### config.mk
export PLATFORM = sky130hd
export DESIGN_NAME = cave_row_unit
export DESIGN_NICKNAME = d
export VERILOG_FILES = /design/src/cave_pkg.sv /design/src/cave_row_unit.sv
export SDC_FILE = /design/constraint.sdc
export NUM_CORES = 1
export LEC_CHECK = 0
export ABC_AREA = 0
export BUFFER_PORTS_ARGS = -buffer_cell sky130_fd_sc_hd__buf_2
export CELL_PAD_IN_SITES_DETAIL_PLACEMENT = 2
export CELL_PAD_IN_SITES_GLOBAL_PLACEMENT = 2
export CORE_MARGIN = 2
export CORE_UTILIZATION = 34
export DETAILED_ROUTE_END_ITERATION = 12
export PLACE_DENSITY_LB_ADDON = 0.1
export SYNTH_ARGS = -nofsm -noshare
export SYNTH_HDL_FRONTEND = slang
export SYNTH_SLANG_ARGS = --single-unit
### constraint.sdc
create_clock -name vclk -period 9.7
set_clock_uncertainty 0.15 [all_clocks]
set_input_delay 0.97 -clock vclk [all_inputs]
set_output_delay 0.97 -clock vclk [all_outputs]
set_load 0.02 [all_outputs]
### src/cave_pkg.sv
// cave_pkg: shared constants, types and helpers for the cave automaton block
// used by cave_row_unit and cave_cellular_automaton_step
package cave_pkg;

   // grid geometry
   localparam int MAX_COLS  = 64;
   localparam int MAX_ROWS  = 64;
   localparam int COL_W     = $clog2(MAX_COLS);
   localparam int ROW_W     = $clog2(MAX_ROWS);
   // one ram word is one grid row, the top address bit selects the bank
   localparam int ADDR_W    = ROW_W + 1;
   localparam int RAM_DEPTH = 2 ** ADDR_W;

   // sweep step counter runs 0 .. MAX_ROWS + 1
   localparam int STEP_W    = $clog2(MAX_ROWS + 2);
   localparam logic [STEP_W-1:0] STEP_LAST = STEP_W'(MAX_ROWS + 1);
   localparam logic [STEP_W-1:0] STEP_ROWS = STEP_W'(MAX_ROWS);

   // item field widths
   localparam int FUNC_W    = 2;
   localparam int IO_W      = 6;
   localparam int GEN_W     = 16;
   localparam int CFG_W     = 7;
   localparam int CSR_IDX_W = 1;

   // common width for unsigned compares of counters, coordinates and registers
   localparam int CMP_A_W   = (STEP_W > CFG_W) ? STEP_W : CFG_W;
   localparam int CMP_W     = ((CMP_A_W > COL_W) ? CMP_A_W : COL_W) + 2;

   // neighbor count and rule thresholds
   localparam int NBR_W     = 4;
   localparam logic [NBR_W-1:0] BIRTH_MIN   = NBR_W'(5);
   localparam logic [NBR_W-1:0] SURVIVE_MIN = NBR_W'(4);

   // register reset value
   localparam logic [CFG_W-1:0] CFG_RESET = CFG_W'(64);

   // register indexes
   localparam logic [CSR_IDX_W-1:0] CSR_COLS = CSR_IDX_W'(0);
   localparam logic [CSR_IDX_W-1:0] CSR_ROWS = CSR_IDX_W'(1);

   typedef logic [MAX_COLS-1:0] row_type;

   typedef enum logic [FUNC_W-1:0] {
      FUNC_WRITE = 2'd0,
      FUNC_RUN   = 2'd1,
      FUNC_READ  = 2'd2,
      FUNC_NOP   = 2'd3
   } func_type;

   typedef enum logic [2:0] {
      S_CLEAR,
      S_IDLE,
      S_ACCESS,
      S_GEN,
      S_RESP
   } state_type;

   // one bit per column, set for columns inside the grid in use
   function automatic row_type col_mask(input logic [CFG_W-1:0] cols);
      row_type m;
      m = '0;
      for (int c = 0; c < MAX_COLS; c++) begin
         m[c] = CMP_W'(c) < CMP_W'(cols);
      end
      return m;
   endfunction

endpackage

### src/cave_row_unit.sv
// cave_row_unit: one lane per column, computes the next value of a whole grid row
// depends on cave_pkg
module cave_row_unit
   import cave_pkg::*;
(
   input  row_type col_live,    // columns inside the grid in use
   input  logic    mid_live,    // middle row inside the grid in use
   input  row_type above_row,   // already masked, dead outside the grid
   input  row_type mid_row,     // raw stored row
   input  row_type below_row,   // already masked, dead outside the grid
   output row_type mid_masked,
   output row_type next_row
);

   logic [MAX_COLS+1:0] ap;
   logic [MAX_COLS+1:0] mp;
   logic [MAX_COLS+1:0] bp;

   // pad with dead cells at both edges
   assign mid_masked = mid_live ? (mid_row & col_live) : '0;
   assign ap = {1'b0, above_row, 1'b0};
   assign mp = {1'b0, mid_masked, 1'b0};
   assign bp = {1'b0, below_row, 1'b0};

   always_comb begin
      logic [NBR_W-1:0] cnt;
      cnt = '0;
      next_row = mid_row;
      for (int c = 0; c < MAX_COLS; c++) begin
         cnt = NBR_W'(ap[c]) + NBR_W'(ap[c+1]) + NBR_W'(ap[c+2])
             + NBR_W'(mp[c])                   + NBR_W'(mp[c+2])
             + NBR_W'(bp[c]) + NBR_W'(bp[c+1]) + NBR_W'(bp[c+2]);
         // cells outside the grid in use are copied unchanged
         if (mid_live && col_live[c]) begin
            next_row[c] = mid_row[c] ? (cnt >= SURVIVE_MIN) : (cnt >= BIRTH_MIN);
         end
      end
   end

endmodule

Yosys cells after proc, flatten, opt, wreduce, memory -nomap -nowiden
Index checks and enable logic that the tools add are counted.
Storage, ports and cells
  register bits after elaboration: 0
  logic and storage cells: 763
  bits in writable memories: 0
  bits in latches: 0
  bits in read-only memories: 0
  input bits: 257
  output and inout bits: 128
  memories: 0
Cells by class
  shift operators: 0
  reductions and logical operators: 64
  add/subtract/negate cells: 441
  multipliers: 0
  bitwise gates (word level): 1
  div/mod/pow operators: 0
  equal/unequal tests: 0
  muxes and demuxes: 129
  $lt $le $gt $ge: 128
Operators by type and width (number)
  4-bit by 1-bit adder with 4-bit output: 252
  4-bit by 3-bit greater-or-equal comparator with 1-bit output, second input constant: 128
  3-bit by 1-bit adder with 4-bit output: 63
  2-bit by 1-bit adder with 3-bit output: 63
  1-bit 2-to-1 mux: 128
  1-bit by 1-bit adder with 2-bit output: 63
  64-bit AND: 1
  1-bit logical AND: 64
  64-bit 2-to-1 mux: 1

Longest topological paths before layout
Gate-level depths: netlist of run 1.
  depth in word-level cells: 10
  gate-level depth with buffers: 14
  depth with buffers taken out: 11

Worst setup path after synthesis of run 1
Ideal clock, no wire load.
  path type: input -> output
  start: input mid_live
  end: output next_row[26]
  cell stages on the path: 14
  buffers on the path: 4
  data arrival time: 4098 ps
  required time: 8580 ps
  path slack: 4482 ps
  path through: buf_4 buf_4 buf_6 buf_2 nand3_1 fa_1 fa_1 inv_1 ha_1 inv_1 fa_1 nor3b_1 nor4_1 or3_1
On the way
  cells in the longest elaborated chain, start to end: 9
  elaborated cells on any way between the ends: 11
  classes of those cells: add/sub: 5; order compare: 2; mux: 3; reduce/logical: 1
RTL lines
  start: declaration: RTL line cave_row_unit.sv:7  | input logic mid_live,
  64-bit 2-to-1 mux: RTL line cave_row_unit.sv:20  | assign mid_masked = mid_live ? (mid_row & col_live) : '0;
  3-bit by 1-bit adder with 4-bit output: RTL line cave_row_unit.sv:31  | + NBR_W'(mp[c]) + NBR_W'(mp[c+2])
  4-bit by 1-bit adder with 4-bit output: RTL line cave_row_unit.sv:31
  4-bit by 1-bit adder with 4-bit output (3 in a row): RTL line cave_row_unit.sv:32  | + NBR_W'(bp[c]) + NBR_W'(bp[c+1]) + NBR_W'(bp[c+2]);
  4-bit by 3-bit greater-or-equal comparator with 1-bit output: RTL line cave_row_unit.sv:35  | next_row[c] = mid_row[c] ? (cnt >= SURVIVE_MIN) : (cnt >= BIRTH_MIN);
  1-bit 2-to-1 mux: RTL line cave_row_unit.sv:35
  1-bit 2-to-1 mux *: RTL line cave_row_unit.sv:34  | if (mid_live && col_live[c]) begin
  end: declaration: RTL line cave_row_unit.sv:12  | output row_type next_row
Mark *: on every way between the ends. The rest lies on a longest branch, timed or not.

Worst setup path in the final report of run 1
  start: input mid_live
  end: output next_row[23]
Same word-level chain as after synthesis.

==> results of run 1 <==
## logic make-up (layout without fill, tap and decap cells)
group                    Yosys count  after routing  share of synthesized area (%)
buffers and inverters            624            990                          18.06
adder cells (fa/ha/maj)          440            440                          55.45
AND/OR/NAND/NOR                  328            328                          15.68
AO/OA/AOI/OAI                    201            201                          10.74
XOR/XNOR                           1              1                        0.06567
other                              0             14                              0
## power by group
part	switching, mW	internal, mW
sequential	0	0
clock	0	0.000000193
combinational	0.875	0.677
## metal layers
layer / vias up / GRT usage (%) / wire [µm]
met5: - / 0 / 217
met4: 34 / 3.204 / 703
met3: 69 / 5.385 / 2800
met2: 250 / 40.54 / 22540
met1: 6258 / 26.52 / 18340
li1: 5848 / - / -
## layout make-up
cell class	instances	area [µm²]	area share, %
Inverter	603	2263	14.30
Antenna cell	14	35.03	0.2214
Timing Repair Buffer	387	1948	12.31
Tap cell	518	648.1	4.096
Multi-Input combinational cell	970	10930	69.07
## worst min-delay path by stage
| stage | from | slack, ns | endpoint |
|---|---|---|---|
| 2_1_floorplan | mid_row[1] | 1.97 | next_row[1] |
| 3_3_place_gp | mid_row[0] | 2.14 | next_row[0] |
| 3_5_place_dp | mid_row[0] | 2.15 | next_row[0] |
| 4_1_cts | mid_row[0] | 2.15 | next_row[0] |
| 5_1_grt | mid_row[0] | 2.18 | next_row[0] |
| 6_report | mid_row[0] | 2.14 | next_row[0] |
## placed cells by master, fill, tap and decap left out
master | netlist | layout
a21oi_1 | 62 | 62
a221oi_1 | 1 | 1
a2bb2oi_1 | 1 | 1
a31oi_1 | 72 | 72
buf_2 | 9 | 384
buf_4 | 9 | 2
buf_6 | 3 | 1
diode_2 | 0 | 14
fa_1 | 252 | 252
ha_1 | 188 | 188
inv_1 | 603 | 603
nand2_1 | 64 | 64
nand3_1 | 66 | 66
nand4_1 | 24 | 24
nand4b_1 | 1 | 1
nand4bb_1 | 36 | 36
nor2_1 | 2 | 2
nor2b_1 | 1 | 1
nor3_1 | 1 | 1
nor3b_1 | 85 | 85
nor4_1 | 24 | 24
o21ai_0 | 1 | 1
o221a_2 | 36 | 36
o22a_1 | 2 | 2
o2bb2ai_1 | 24 | 24
o311ai_1 | 1 | 1
o31ai_1 | 1 | 1
or3_1 | 24 | 24
xor2_1 | 1 | 1
## through the flow
| stage | instance area [µm²] | utilization (%) |
|---|---|---|
| 2_1_floorplan | 13340 | - |
| 3_3_place_gp | 15790 | 40.86 |
| 3_5_place_dp | 15790 | 40.86 |
| 4_1_cts | 15790 | 40.86 |
| 5_1_grt | 15810 | 40.90 |
| 6_report | 15830 | 40.95 |
==> flow_summary.ini, run 1 <==
[status]
outcome = complete, no violations

[place]
post-place-ws_ns = 3.387
dp_hpwl_um = 41870
gp_congestion = 0.8310
dpl.cell_count = 2478
port_buffers = 385

[critical_path]
cp-start-kind = primary input
max_stage_delay_ns = 0.69
cp_top_family = adder cells
crit_start = mid_live
cp_num_buf_inv = 5
path_common_cell = fa_1
crit_type = primary input to output port
required_ns = 8.58
cp.depth = 13
critPathSlowestCell = buf_6
critPathArrivalTime_ns = 5.14
crit_chain = buf_6 > buf_4 > nand3_1 > fa_1 > fa_1 > inv_1 > ha_1 > inv_1 > fa_1 > nor3b_1 > nor4_1 > or3_1 > buf_2
endpoint = next_row[23]
critPathCaptureType = output port
crit_path_max_fanout = 123

[sta]
setup_violations = 0
worst_slew_pin_slew_ns = 0.9451
rsz0062_at_grt = no
hold_slack_ns = 2.145
fin_tns_setup_ns = 0
max_freq_ghz = 0.1598
slew_violations = 0
hold_viol = 0
fin_ws_ns = 3.442
max-slew-margin-rel_pct = 36.99
timing.final.crit_share_pct = 64.51
period_needed_ns = 6.258

[yosys]
ys_seq_area_share_pct = 0
yosys_warnings = 0
synth_cells = 1594
synth.most_common_cell = inv_1
synth_commonest_cells = inv_1 (603), fa_1 (252), ha_1 (188)
synth_top_area_share_pct = 37.82
netlist_top_cells_area = fa_1 (38%), ha_1 (18%), inv_1 (17%)
avgSynthCellArea_um2 = 8.369
synth_largest_area_cell = fa_1
syn_nets = 2291
synth.distinct_cells = 28
synth_area_um2 = 13340

[route]
drtIter0Drc = 274
antenna_left = 0
drc_errors = 0
drt_wl_total_um = 44600
via_per_inst = 5.000
vias = 12460
wl_per_cell_um = 17.90
first_pass_iters = 4

[layout]
fillCellCount = 4532
regArea_um2 = 0
finalNonFillerCells = 2492
nClkBuffers = 0
seq_cell_count = 0
drive_gt1_share_pct = 21.58
area_growth_pct = 18.63
fin_nets = 2659

[min_path]
hold_class = primary input to output port
hold-path-cell-count = 3

[power_and_ir_drop]
power_leakage_nw = 9.202
power_density_nw_per_um2 = 98.01
p_total_mw = 1.551
irDropWorstVdd_mv = 0.03894

[floorplan]
die-area_um2 = 40840
core-area_um2 = 38650
boundaryPins = 385
die_h_um = 202.1
die_w_um = 202.1
rows = 72
start_util_pct = 34.52

[cts]
cts_setup_buffers = 0
postCtsResizedCells = 0
cts-hold-fix-buffers = 0

[global_routing]
grt_pass1_vias = 14640
grt.total_usage_pct = 22.08
grt_max_degree = 124
grt-ovfl-total = 0
grt_pass1_wl_um = 73920
antenna_found_initial = 29

[run]
maxCapViolations = 0
Note: power is estimated with default switching activity, not from simulation.
==> run 2, diff against run 1 <==
--- a/config.mk
+++ b/config.mk
@@ -5,12 +5,12 @@
 export SDC_FILE = /design/constraint.sdc
 export NUM_CORES = 1
 export LEC_CHECK = 0
-export ABC_AREA = 0
+export ABC_AREA = 1
 export BUFFER_PORTS_ARGS = -buffer_cell sky130_fd_sc_hd__buf_2
 export CELL_PAD_IN_SITES_DETAIL_PLACEMENT = 2
 export CELL_PAD_IN_SITES_GLOBAL_PLACEMENT = 2
 export CORE_MARGIN = 2
-export CORE_UTILIZATION = 34
+export CORE_UTILIZATION = 27
 export DETAILED_ROUTE_END_ITERATION = 12
 export PLACE_DENSITY_LB_ADDON = 0.1
 export SYNTH_ARGS = -nofsm -noshare
==> constraint.sdc (replaced) <==
create_clock -name vclk -period 5.1
set_clock_uncertainty 0.15 [all_clocks]
set_input_delay 0.51 -clock vclk [all_inputs]
set_output_delay 0.51 -clock vclk [all_outputs]
set_load 0.02 [all_outputs]
==> run 2 against run 1 <==
Net effect: via count increased by 10%; worst setup slack got worse by 2.8 ns; global-route usage decreased by 5.1 points; combinational power increased by 83%; first-iteration DRC count decreased by 31%; critical endpoint is now next_row[25].
==> flow_summary.ini, run 2 <==
[global_routing]
grt.total_usage_pct = 16.99
grt_pass1_vias = 15800
grt-ovfl-total = 0
grt_pass1_wl_um = 77540
antenna_found_initial = 18
grt_max_degree = 28

[critical_path]
cp-start-kind = primary input
required_ns = 4.44
critPathArrivalTime_ns = 3.84
crit_chain = buf_4 > buf_12 > nand2_1 > nor2_1 > inv_1 > fa_1 > fa_1 > inv_1 > ha_1 > inv_1 > fa_1 > inv_1 > nand2_1 > nand2_1 > nand2_1 > nand2_1 > nand2_1 > nand2_1 > buf_2
cp_top_family = adder cells
crit_path_max_fanout = 27
path_common_cell = nand2_1
crit_type = primary input to output port
critPathSlowestCell = fa_1
max_stage_delay_ns = 0.53
cp_num_buf_inv = 7
critPathCaptureType = output port

[yosys]
synth.distinct_cells = 13
synth_area_um2 = 14390
yosys_warnings = 0
ys_seq_area_share_pct = 0
synth_commonest_cells = inv_1 (879), nand2_1 (717), fa_1 (252)
synth_cells = 2225
syn_nets = 2922
synth_largest_area_cell = fa_1
netlist_top_cells_area = fa_1 (35%), inv_1 (23%), nand2_1 (19%)
synth.most_common_cell = inv_1
synth_top_area_share_pct = 35.05
avgSynthCellArea_um2 = 6.468

[cts]
postCtsResizedCells = 0
cts-hold-fix-buffers = 0
cts_setup_buffers = 0

[run]
maxCapViolations = 0

[power_and_ir_drop]
power_density_nw_per_um2 = 164.8
power_leakage_nw = 11.55
irDropWorstVdd_mv = 0.04895
p_total_mw = 2.829

[sta]
setup_violations = 0
timing.final.crit_share_pct = 88.22
max-slew-margin-rel_pct = 71.25
fin_tns_setup_ns = 0
period_needed_ns = 4.499
rsz0062_at_grt = no
worst_slew_pin_slew_ns = 0.4313
hold_viol = 0
max_freq_ghz = 0.2223
slew_violations = 0

[floorplan]
die_h_um = 234.9
rows = 84
core-area_um2 = 52660
die_w_um = 234.9
die-area_um2 = 55160
boundaryPins = 385
start_util_pct = 27.33

[route]
drc_errors = 0
drtIter0Drc = 189
vias = 13760
wl_per_cell_um = 14.07
first_pass_iters = 4
drt_wl_total_um = 46490
via_per_inst = 4.166
antenna_left = 0

[layout]
mostFrequentLayoutCell = inv_1
area_growth_pct = 19.26
seq_cell_count = 0
final_cell_mix = inv_1 (879), nand2_1 (717), buf_2 (384), fa_1 (252), ha_1 (188)
regArea_um2 = 0
nClkBuffers = 0
finalNonFillerCells = 3303
fin_nets = 3303
drive_gt1_share_pct = 16.90

[status]
outcome = complete, no violations

[place]
port_buffers = 385
dp_hpwl_um = 45310
dpl.cell_count = 3292
gp_congestion = 0.8175

[min_path]
hold_start = mid_row[59]
hold_class = primary input to output port
hold-path-cell-count = 4
worstHoldEndpoint = next_row[59]
## run 2: stage by stage
step                worst slack [ns]  hold WS [ns]  area, µm²  util, %
detailed placement            0.5602         1.210      17140    32.54
CTS                           0.5744         1.212      17140    32.54
finish                        0.6010         1.204      17160    32.59
floorplan                      1.016        0.9793      14390        -
global route                  0.3610         1.236      17150    32.57
global placement              0.6446         1.198      17140    32.54
## run 2: how the worst max path moves through the flow
| stage | from | end | slack [ns] | depth (start not counted) |
|---|---|---|---|---|
| 2_1_floorplan | mid_live | next_row[61] | 1.02 | 14 |
| 3_3_place_gp | mid_live | next_row[31] | 0.64 | 14 |
| 3_5_place_dp | mid_live | next_row[25] | 0.56 | 19 |
| 4_1_cts | mid_live | next_row[31] | 0.57 | 16 |
| 5_1_grt | mid_live | next_row[25] | 0.36 | 19 |
| 6_report | mid_live | next_row[25] | 0.60 | 19 |
## run 2: cells by family after synthesis
| kind of cell | after synthesis | synth area share, % |
|---|---|---|
| AO/OA/AOI/OAI | 24 | 0.8694 |
| buffers and inverters | 887 | 23.53 |
| adder cells (fa/ha/maj) | 440 | 51.40 |
| AND/OR/NAND/NOR | 874 | 24.20 |
## run 2: routing by layer
layer	vias to the layer above	wire length (µm)	share of wire [%]	global-route usage [%]
li1	6835	-	-	-
met4	20	423	0.91	1.707
met1	6678	19280	41	20.23
met2	193	24780	53	32.95
met3	34	1871	4.0	2.408
met5	-	125	0.27	0
## run 2: cell type report
type               instances  area [µm²]
diodes                    11       27.53
fillers                 6559       35490
inverters                879        3299
multi-input cells       1338       11010
well taps                688       860.8
repair buffers           387        1969
## run 2: report_power, final
group / switching [mW] / internal, mW
combinational: 1.69 / 1.14
sequential: 0 / 0
clock: 0 / 0.000000290
total: 1.69 / 1.14
## run 2: worst min-delay path: cells and delay by family
family	cells	cell delay (ns)
and+or+nand+nor	2	0.10
buffers and inverters	2	0.24
