<file path="src/cave_ram.sv">
// cave_ram: generic simple dual port ram, one write and one registered read port
// no dependencies
module cave_ram #(
   parameter int WIDTH = 8,
   parameter int DEPTH = 16
) (
   input  logic                     clock,
   input  logic                     wr_en,
   input  logic [$clog2(DEPTH)-1:0] wr_addr,
   input  logic [WIDTH-1:0]         wr_data,
   input  logic                     rd_en,
   input  logic [$clog2(DEPTH)-1:0] rd_addr,
   output logic [WIDTH-1:0]         rd_data
);

   logic [WIDTH-1:0] mem_ff [DEPTH];
   logic [WIDTH-1:0] rd_data_ff;

   always_ff @(posedge clock) begin
      if (wr_en) begin
         mem_ff[wr_addr] <= wr_data;
      end
      if (rd_en) begin
         rd_data_ff <= mem_ff[rd_addr];
      end
   end

   assign rd_data = rd_data_ff;

endmodule

</file>
<file path="config.mk">
export PLATFORM = sky130hd
export DESIGN_NAME = cave_ram
export DESIGN_NICKNAME = d
export VERILOG_FILES = /design/src/cave_ram.sv
export SDC_FILE = /design/constraint.sdc
export NUM_CORES = 1
export LEC_CHECK = 0
export ABC_AREA = 1
export BUFFER_PORTS_ARGS = -buffer_cell sky130_fd_sc_hd__buf_2
export CORE_MARGIN = 2
export CORE_UTILIZATION = 30
export DETAILED_ROUTE_END_ITERATION = 6
export GPL_TIMING_DRIVEN = 0
export PLACE_DENSITY_LB_ADDON = 0.2
export REMOVE_ABC_BUFFERS = 1
export SYNTH_ARGS = -nofsm -noshare
export SYNTH_HDL_FRONTEND = slang
export SYNTH_SLANG_ARGS = --single-unit
export TNS_END_PERCENT = 5
</file>
<file path="constraint.sdc">
create_clock -name clock -period 1.05 [get_ports clock]
set_clock_uncertainty 0.1 [all_clocks]
set_input_delay 0.105 -clock clock [delete_from_list [all_inputs] [get_ports clock]]
set_output_delay 0.105 -clock clock [all_outputs]
set_load 0.02 [all_outputs]
</file>
# Yosys cells after proc, flatten, opt, wreduce, memory -nomap -nowiden
# Memory sizes are Yosys's and may differ from the RTL's. A register that Yosys moved wholly into a read port is not among the register bits.
# Cells that the tools add are included.
[totals]
reg_bits = 0
ram_bits = 128
in_bits = 19
output_inout_bits = 8
elab_cells = 3
mem_count = 1
[memory_table]
columns = ["name", "depth", "width", "rd", "rd_ports_with_merged_regs", "write_ports", "line", "text"]
rows = [
  ["mem_ff", 16, 8, 1, 1, 1, "16", "logic [WIDTH-1:0] mem_ff [DEPTH];"],
]
[op_classes]
mux = 2
[ops]
columns = ["cell", "count"]
rows = [
  ["2-to-1 mux 1 bit", 2],
]

# Longest topological paths before layout
# Gate-level depths: netlist of run 1.
[logic_depth]
ltp_word = 2
depth_mapped = 8
mapped_depth_nobuf = 7

# Least setup slack after synthesis of run 1
# OpenSTA, ideal clock, no wires.
[synth_timing]
path_kind = "input to register"
from = "input port wr_addr[3]"
to = "memory mem_ff[4][0] (enable)"
setup_time_ps = 370
t_arrival_ps = 686
required_ps = 580
slack_ps = -106
cell_stages = 2
path_buffers = 0
path_cell_list = "nand3b_1 -> nor2_1"
[synth_lines]
columns = ["element", "line", "text"]
rows = [
  ["start, declared", "9", "input logic [$clog2(DEPTH)-1:0] wr_addr,"],
  ["end, declared", "16", ""],
]
# Straight into the memory's write port.

==> results of run 1 <==
==> critical path, cell delays in order, from the launching register on <==
cell and delay, ns:
edfxtp_1 0.37, inv_1 0.06, nand2_1 0.06, nand3_2 0.10
nand3_4 0.10, nand3_4 0.11, nand2_2 0.06
==> power groups by stage <==
stage / clock (mW) / combinational [mW] / sequential (mW)
6_report: 5.48 / 0.848 / 6.15
2_1_floorplan: 0 / 0.328 / 6.29
5_1_grt: 5.82 / 0.949 / 6.15
4_1_cts: 5.59 / 0.821 / 6.15
3_5_place_dp: 0 / 0.750 / 6.26
3_3_place_gp: 0 / 0.739 / 6.26
==> worst paths after layout <==
| kind | endpoint | cells past startpoint | slack, ns |
|---|---|---|---|
| max | rd_data[6] | 6 | -0.16 |
| min | mem_ff[11][7] | 1 | 0.01 |
| max reg2reg | rd_data[6] | 6 | -0.16 |
| min reg2reg | rd_data[1] | 6 | 0.62 |
==> cells in the mapped netlist <==
library cell / instances / area, sq um
buf_6: 6 / 67.6
buf_1: 1 / 3.75
buf_2: 13 / 65.1
nand3b_1: 2 / 15.0
inv_2: 2 / 7.51
nor2_1: 17 / 63.8
nand2_1: 173 / 649
edfxtp_1: 136 / 4080
buf_4: 4 / 30.0
nand3_1: 97 / 485
inv_1: 100 / 375
==> what timing repair did <==
item,CTS,global route
resized for setup,45,24
setup endpoints to repair,144,95
pin swaps,6,14
hold endpoints to repair,8,0
buffers inserted,2,0
hold buffers,1,0
==> registers in the layout, indices dropped and copies added, names as in the netlist <==
signal	flops
mem_ff	128
rd_data	8
==> metrics by stage <==
stage	total power [mW]	setup WS, ns	TNS (ns)	instances
floorplan	6.62	-0.276	-12.81	527
global placement	7.00	-2.08	-84.60	818
detailed placement	7.01	-2.07	-87.63	818
CTS	12.6	-0.176	-2.50	852
global route	12.9	-0.228	-4.81	852
finish	12.5	-0.155	-2.05	852
==> cells by family after synthesis <==
kind of cell / Yosys count / share of synthesized area
and+or+nand+nor: 289 / 0.208
buffers and inverters: 126 / 0.0939
DFF: 136 / 0.698
==> placed cells by master, fill, tap and decap left out <==
cell           synthesis  layout
edfxtp_1             136     136
dlygate4sd3_1          0       1
nand3_4                0       3
nand3b_1               2       2
inv_1                100      99
inv_8                  0       1
buf_6                  6       1
buf_4                  4       1
bufinv_16              0       2
buf_2                 13      23
nand3_1               97      62
clkbuf_4               0       1
nor2_2                 0      16
clkinvlp_4             0       2
inv_4                  0       1
clkinv_1               0       6
nand3_2                0      32
buf_12                 0       2
nand2_2                0       3
clkinv_2               0       5
nor2_1                17       1
nand2_1              173     170
clkbuf_16              0      17
==> final cells by class <==
type | instances | area (sq um)
inverter | 102 | 397
timing repair buffer | 29 | 191
clock inverter | 14 | 115
clock buffer | 17 | 425
fill | 1933 | 12300
multi-input combinational | 289 | 1460
sequential | 136 | 4080
tap | 265 | 332
==> per-layer routing <==
layer  GRT usage  share of wire  wire length (microns)
met1       0.182           0.47                   6340
met2       0.232           0.48                   6480
met3      0.0327          0.040                    545
met4      0.0501          0.013                    180
met5           0              0                      0
==> impl_metrics.json, run 1 <==
{
  "worstPathArrival_ns": 1.28,
  "finalCritPeriodShare": 1.15,
  "rows": 51,
  "sequentialPowerShare": 0.493,
  "grt_pass1_wl_microns": 20400,
  "grt-ovfl-total": 0,
  "wl_per_cell_microns": 15.9,
  "gp_congestion": 0.772,
  "die_y_microns": 144,
  "status": "complete, but fails checks",
  "power_density_nw_per_um2": 1780,
  "layout.nets": 594,
  "crit_path_start_kind": "flip-flop",
  "p_int_mw": 9.75,
  "routed_wl_microns": 13500,
  "clock_path_buffers": 2,
  "hold_path.startpoint": "wr_data[7]",
  "layout_min_cycle_time_ns": 1.21,
  "drtAntennaViolNets": 0,
  "path_max_fanout": 1,
  "synthCells": 551,
  "crit_type": "reg2reg",
  "cts_tree": "built",
  "slew_viol_final": 0,
  "grt_max_degree": 66,
  "htreeDepth": 4,
  "post-route-drc-count": 0,
  "start_util": 0.303,
  "hold_ws_ns": 0.0105,
  "max_clock_freq_mhz": 830,
  "design_area_sq_um": 7000,
  "syn_area_per_cell_sq_um": 10.6,
  "max_cap_viol_count": 0,
  "grt_pass1_vias": 3637,
  "ys_ff_latch": 136,
  "setup-violations-final": 32,
  "die-width_microns": 144,
  "netlist_area_sq_um": 5850,
  "violations": "setup timing",
  "grt.total_usage": 0.141,
  "first_pass_iters": 5,
  "r2r_start": "mem_ff[4][6]",
  "setup.worst_path.start": "mem_ff[4][6]",
  "io_buffers": 26,
  "synthDistinctLibCells": 11,
  "insertion_delay_ns": 0.42,
  "detailed_place.area_sq_um": 6140,
  "combinationalPowerShare": 0.068,
  "ioPinCount": 27,
  "rsz0062_at_grt": "true",
  "cts_made_buffers": 17,
  "drt_iter0_drc": 222,
  "relSlewSlack": 0.634,
  "syn_to_final_growth_pct": 19.8,
  "post-route-util": 0.363,
  "worst_slack_ns": -0.155,
  "yosysWarningCount": 0,
  "drive_gt1_frac": 0.187,
  "hold_path_class": "in2reg",
  "n_antenna_cell": 0,
  "via_per_inst": 4.37,
  "die_area_sq_um": 20600,
  "path_clk_slew_ns": 0.06,
  "p_sw_mw": 2.72,
  "root_buffer": "clkbuf_16",
  "core_area_sq_um": 19300,
  "antenna_found_initial": 0,
  "tightest_slew_ns": 0.549,
  "vias": 3726,
  "p_leak_nw": 2.89,
  "post-dp-hpwl_microns": 7850,
  "switching_share": 0.218,
  "clkPwrFrac": 0.439,
  "cts_num_sinks": 136,
  "cp.required_ns": 1.12,
  "hold_viol": 0,
  "end_kind": "flip-flop",
  "ys_seq_area_frac": 0.698,
  "ir_worst_vdd_mv": 1.19
}
No activity file was read; power rests on OpenSTA's default activity.
==> run 2: changes to the inputs <==
--- a/config.mk
+++ b/config.mk
@@ -7,6 +7,8 @@
 export LEC_CHECK = 0
 export ABC_AREA = 1
 export BUFFER_PORTS_ARGS = -buffer_cell sky130_fd_sc_hd__buf_2
+export CELL_PAD_IN_SITES_DETAIL_PLACEMENT = 1
+export CELL_PAD_IN_SITES_GLOBAL_PLACEMENT = 1
 export CORE_MARGIN = 2
 export CORE_UTILIZATION = 30
 export DETAILED_ROUTE_END_ITERATION = 6
==> constraint.sdc (replaced) <==
create_clock -name clock -period 1.5 [get_ports clock]
set_clock_uncertainty 0.1 [all_clocks]
set_input_delay 0.15 -clock clock [delete_from_list [all_inputs] [get_ports clock]]
set_output_delay 0.15 -clock clock [all_outputs]
set_load 0.02 [all_outputs]
==> impl_metrics.json, run 2 (synthesis gave the netlist of run 1 again) <==
{
  "max_cap_viol_count": 0,
  "setup-violations-final": 0,
  "path_clk_slew_ns": 0.06,
  "layout_min_cycle_time_ns": 1.40,
  "hold_path_depth": 1,
  "worst_slack_ns": 0.102,
  "io_buffers": 26,
  "syn_to_final_growth_pct": 14.1,
  "drtAntennaViolNets": 0,
  "ff2ff_path_depth": 6,
  "rows": 51,
  "status": "finished clean",
  "critPathBufInv": 2,
  "first_pass_iters": 4,
  "hold_path_class": "in2reg",
  "largest-register": "mem_ff",
  "cts_tree": "built",
  "slowest_stage": "buf_8",
  "die_area_sq_um": 20600,
  "fin_cells": 847,
  "r2r_start": "mem_ff[12][0]",
  "crit_path_start_kind": "input port",
  "root_buffer": "clkbuf_16",
  "grt_pass1_vias": 3875,
  "cpPeakStageDelay_ns": 0.36,
  "layout.nets": 592,
  "pre_cts_ws_ns": -1.77,
  "die-width_microns": 144,
  "antenna_found_initial": 0,
  "die_y_microns": 144,
  "htreeDepth": 4,
  "crit_type": "in2reg",
  "power_density_nw_per_um2": 1270,
  "post-route-drc-count": 0,
  "post-dp-hpwl_microns": 8830,
  "grt_pass1_wl_microns": 22600,
  "worstPathArrival_ns": 1.46,
  "end_kind": "flip-flop",
  "dpl.cell_count": 818,
  "cts_made_buffers": 17,
  "start_util": 0.303,
  "hold_path_end": "mem_ff[3][1]",
  "routed_wl_microns": 14600,
  "critPathTopFamily": "simple AND/OR/NAND/NOR gates",
  "hold_viol": 0,
  "crit_path_cell_trace": "buf_8, inv_8, nand2_1, nand2_1, nand2_1, nand3_1, nand3_1, nand2_1",
  "fillers": 2165,
  "hold_path.startpoint": "wr_data[1]",
  "r2r_slack_ns": 0.16,
  "rsz0062_at_grt": "false",
  "insertion_delay_ns": 0.42,
  "ioPinCount": 27,
  "relSlewSlack": 0.346,
  "cts_num_sinks": 136,
  "ir_worst_vdd_mv": 0.698,
  "clock_path_buffers": 2,
  "vias": 3767,
  "grt_max_degree": 66,
  "final_cell_mix": "173 x nand2_1, 136 x edfxtp_1, 100 x inv_1",
  "core_area_sq_um": 19300,
  "drive_gt1_frac": 0.0859,
  "max_clock_freq_mhz": 715,
  "p_leak_nw": 2.79,
  "cp.required_ns": 1.57,
  "path_max_fanout": 65,
  "layout_commonest_cell": "nand2_1",
  "tightest_slew_ns": 0.977,
  "drt_iter0_drc": 264,
  "slew_viol_final": 0,
  "n_antenna_cell": 0,
  "via_per_inst": 4.45,
  "finalCritPeriodShare": 0.932,
  "critPathMostFrequentCell": "nand2_1",
  "grt.total_usage": 0.153,
  "gp_congestion": 0.711,
  "timing.rr.end": "rd_data[0]",
  "largest_reg_flops": 128,
  "wl_per_cell_microns": 17.3,
  "grt-ovfl-total": 0
}
-- run 2: power by group --
group	internal [mW]	total, mW	switching [mW]
clock network	2.21	3.66	1.45
logic	0.134	0.539	0.405
registers	4.28	4.30	0.0201
total	6.63	8.50	1.87
-- run 2: metrics by stage --
stage          TNS (ns)  hold WS [ns]  utilization  area [sq um]  total power, mW
2_1_floorplan         0         0.149            -          5680             4.63
3_3_place_gp     -31.96         0.381        0.319          6140             4.90
3_5_place_dp     -35.36         0.409        0.319          6140             4.92
4_1_cts               0        0.0357        0.346          6670             8.57
5_1_grt               0        0.0495        0.346          6670             8.80
6_report              0        0.0500        0.346          6670             8.50
-- run 2: how the worst max path moves through the flow --
| stage | from | endpoint | depth (start not counted) |
|---|---|---|---|
| after global routing | rd_addr[0] | rd_data[2] | 8 |
| after detailed placement | rd_addr[0] | rd_data[2] | 8 |
| after global placement | rd_addr[0] | rd_data[2] | 8 |
| after floorplan | rd_addr[0] | rd_data[2] | 6 |
| after CTS | rd_addr[0] | rd_data[2] | 8 |
| final | rd_addr[0] | rd_data[2] | 8 |
-- run 2: cell type report --
cell class,count,area [sq um],area share
Clock inverter,7,57.6,0.00863
Inverter,102,393,0.0589
Multi-Input combinational cell,289,1210,0.182
Sequential cell,136,4080,0.612
Clock buffer,21,440,0.0660
Timing Repair Buffer,27,153,0.0229
Tap cell,265,332,0.0497
-- run 2: layer usage --
layer  global-route usage  wire length (microns)
met1                0.204                   6910
met2                0.248                   7000
met3               0.0293                    431
met4               0.0578                    289
met5                    0                      0
-- run 2: what timing repair did --
| item | in CTS | in global routing |
|---|---|---|
| hold buffers | 1 | 0 |
| endpoints found under the setup margin | 8 | 6 |
| endpoints found under the hold margin | 8 | 0 |
| pin swaps | 0 | 0 |
| buffers inserted | 0 | 0 |
| resized for setup | 7 | 1 |
==> run 3: changes to the inputs <==
--- a/config.mk
+++ b/config.mk
@@ -5,7 +5,6 @@
 export SDC_FILE = /design/constraint.sdc
 export NUM_CORES = 1
 export LEC_CHECK = 0
-export ABC_AREA = 1
 export BUFFER_PORTS_ARGS = -buffer_cell sky130_fd_sc_hd__buf_2
 export CELL_PAD_IN_SITES_DETAIL_PLACEMENT = 1
 export CELL_PAD_IN_SITES_GLOBAL_PLACEMENT = 1
@@ -15,6 +14,7 @@
 export GPL_TIMING_DRIVEN = 0
 export PLACE_DENSITY_LB_ADDON = 0.2
 export REMOVE_ABC_BUFFERS = 1
+export SLEW_MARGIN = 20
 export SYNTH_ARGS = -nofsm -noshare
 export SYNTH_HDL_FRONTEND = slang
 export SYNTH_SLANG_ARGS = --single-unit
==> impl_metrics.json, run 3 <==
{
  "gp_congestion": 0.649,
  "drive_gt1_frac": 0.384,
  "finalCritPeriodShare": 1.04,
  "synthDistinctLibCells": 18,
  "layout_commonest_cell": "edfxtp_1",
  "core_area_sq_um": 17200,
  "ys_seq_area_frac": 0.781,
  "largest-register": "mem_ff",
  "ioPinCount": 27,
  "layout_min_cycle_time_ns": 1.55,
  "post_synth_xor_area_fraction": 0,
  "ff2ff_path_depth": 3,
  "syn_area_per_cell_sq_um": 22.8,
  "wl_per_cell_microns": 21.8,
  "max_cap_viol_count": 0,
  "ir_worst_vdd_mv": 0.834,
  "fillers": 1712,
  "end_kind": "flip-flop",
  "r2r_start": "mem_ff[9][1]",
  "root_buffer": "clkbuf_16",
  "p_leak_nw": 1.96,
  "worst_slack_ns": -0.0547,
  "cts_num_sinks": 136,
  "vias": 2373,
  "synthCells": 229,
  "design_area_sq_um": 6220,
  "fin_setup_tns_ns": -0.196,
  "post_synth_fa_ha_maj_area_fraction": 0,
  "post-dp-hpwl_microns": 6680,
  "yosys.area_share.simple": 0.0314,
  "rsz0062_at_grt": "true",
  "cp.required_ns": 1.55,
  "post-route-drc-count": 0,
  "io_buffers": 26,
  "via_per_inst": 4.69,
  "start_util": 0.304,
  "die_area_sq_um": 18500,
  "die_y_microns": 136,
  "muxShareOfSynthArea": 0.148,
  "synth_area_leader_cell": "edfxtp_1",
  "largest_reg_flops": 128,
  "hold_viol": 0,
  "crit_path_start_kind": "flip-flop",
  "rows": 48,
  "grt.total_usage": 0.131,
  "netlist.area_leader.share": 0.781,
  "routed_wl_microns": 11000,
  "power_density_nw_per_um2": 1410,
  "detailed_place.area_sq_um": 5600,
  "hold_path_class": "in2reg",
  "path_clk_slew_ns": 0.05,
  "regArea_sq_um": 4080,
  "violations": "setup timing",
  "synth_common_cells": "136 x edfxtp_1, 18 x mux4_2, 16 x a22oi_1, 14 x mux4_1, 13 x nor2_1",
  "hold_path.startpoint": "wr_data[7]",
  "grt_pass1_wl_microns": 16300,
  "synth_top_family_by_area": "multiplexers",
  "netlist_area_sq_um": 5230,
  "final_cell_mix": "136 x edfxtp_1, 30 x mux4_2, 24 x buf_2",
  "synth_most_common_cell": "edfxtp_1",
  "synth-edff-count": 136,
  "cts_tree": "built",
  "yosysWarningCount": 0,
  "max_clock_freq_mhz": 643,
  "slew_viol_final": 0,
  "tightest_slew_ns": 1.02,
  "grt_max_degree": 33,
  "setup-violations-final": 5,
  "dpl.cell_count": 473,
  "hold_path_depth": 1,
  "antenna_found_initial": 0,
  "synthTopCellsByArea": "edfxtp_1 78%, mux4_2 7.8%, mux4_1 7.0%",
  "syn_to_final_growth_pct": 19.0,
  "insertion_delay_ns": 0.42,
  "grt_pass1_vias": 2603,
  "layout.nets": 287,
  "first_pass_iters": 4,
  "fin_cells": 506,
  "ys_ff_latch": 136,
  "hold_path_end": "mem_ff[0][7]",
  "power_mw": 8.76,
  "status": "complete, but fails checks",
  "crit_type": "reg2reg",
  "drtAntennaViolNets": 0,
  "multiInputGateArea_sq_um": 1110,
  "ys_dominant_reg_cell": "edfxtp_1",
  "ys_async_sr_fraction": 0,
  "cts_made_buffers": 17,
  "r2r_slack_ns": -0.05,
  "path_max_fanout": 1,
  "synth-compound-area-share": 0.0230,
  "timing.rr.end": "rd_data[1]",
  "clock_path_buffers": 2,
  "relSlewSlack": 0.318,
  "die-width_microns": 136,
  "worstPathArrival_ns": 1.61,
  "n_antenna_cell": 0,
  "grt-ovfl-total": 0,
  "drt_iter0_drc": 152,
  "htreeDepth": 4
}
run 3: cell count changes after synthesis, moves of 10 or more:
cell	change
nand2_1	-164
inv_1	-100
nand3_1	-96
mux4_2	+18
a22oi_1	+16
mux4_1	+14
buf_2	-10
run 3: worst max path at each step:
stage	end	slack [ns]	startpoint	depth (start not counted)
6_report	rd_data[1]	-0.05	mem_ff[9][1]	3
5_1_grt	rd_data[1]	-0.10	mem_ff[2][1]	3
4_1_cts	rd_data[1]	-0.13	mem_ff[1][1]	3
3_5_place_dp	rd_data[1]	-0.70	rd_addr[0]	4
3_3_place_gp	rd_data[1]	-1.09	rd_addr[0]	4
2_1_floorplan	mem_ff[0][0]	-0.24	wr_addr[2]	2
run 3: metal layers:
metal | vias to the layer above | global-route usage | part of all wire
met4 | 0 | 0.0660 | 0.023
met5 | - | 0 | 0
met3 | 19 | 0.0302 | 0.030
met1 | 1260 | 0.164 | 0.43
met2 | 43 | 0.213 | 0.51
li1 | 1051 | - | -
run 3: kinds of logic after synthesis:
kind of cell           Yosys count
buffers and inverters           10
AOI/OAI and AO/OA               16
muxes                           32
DFF                            136
and+or+nand+nor                 35
run 3: power by group:
group / switching [mW] / internal (mW) / leakage [nW] / total, mW
registers: 0.0187 / 4.28 / 1.24 / 4.30
logic: 0.274 / 0.170 / 0.454 / 0.444
clock network: 1.44 / 2.58 / 0.271 / 4.01
run 3: stage by stage:
stage	util	hold slack, ns	setup WS, ns
after floorplan	-	0.149	-0.243
after global placement	0.323	0.392	-1.09
after detailed placement	0.326	0.394	-0.696
after CTS	0.362	0.0125	-0.130
after global routing	0.362	0.0165	-0.103
final	0.362	0.0198	-0.0547
run 3: layout make-up:
type	instances	share of cell area
Sequential cell	136	0.657
Tap cell	225	0.0453
Clock buffer	21	0.0708
Timing Repair Buffer	30	0.0276
Clock inverter	11	0.0209
Multi-Input combinational cell	83	0.179
run 3: repair_timing:
action	CTS	global route
hold buffers	1	0
pin swaps	7	6
gates resized for setup	24	10
setup buffers	0	0
setup endpoints to repair	32	8
endpoints found under the hold margin	8	0
run 3: critical path, cell delays in order, from the launching register on:
cell and delay, ns:
edfxtp_1 0.36, mux4_1 0.53, a22oi_2 0.21, nand2_2 0.09
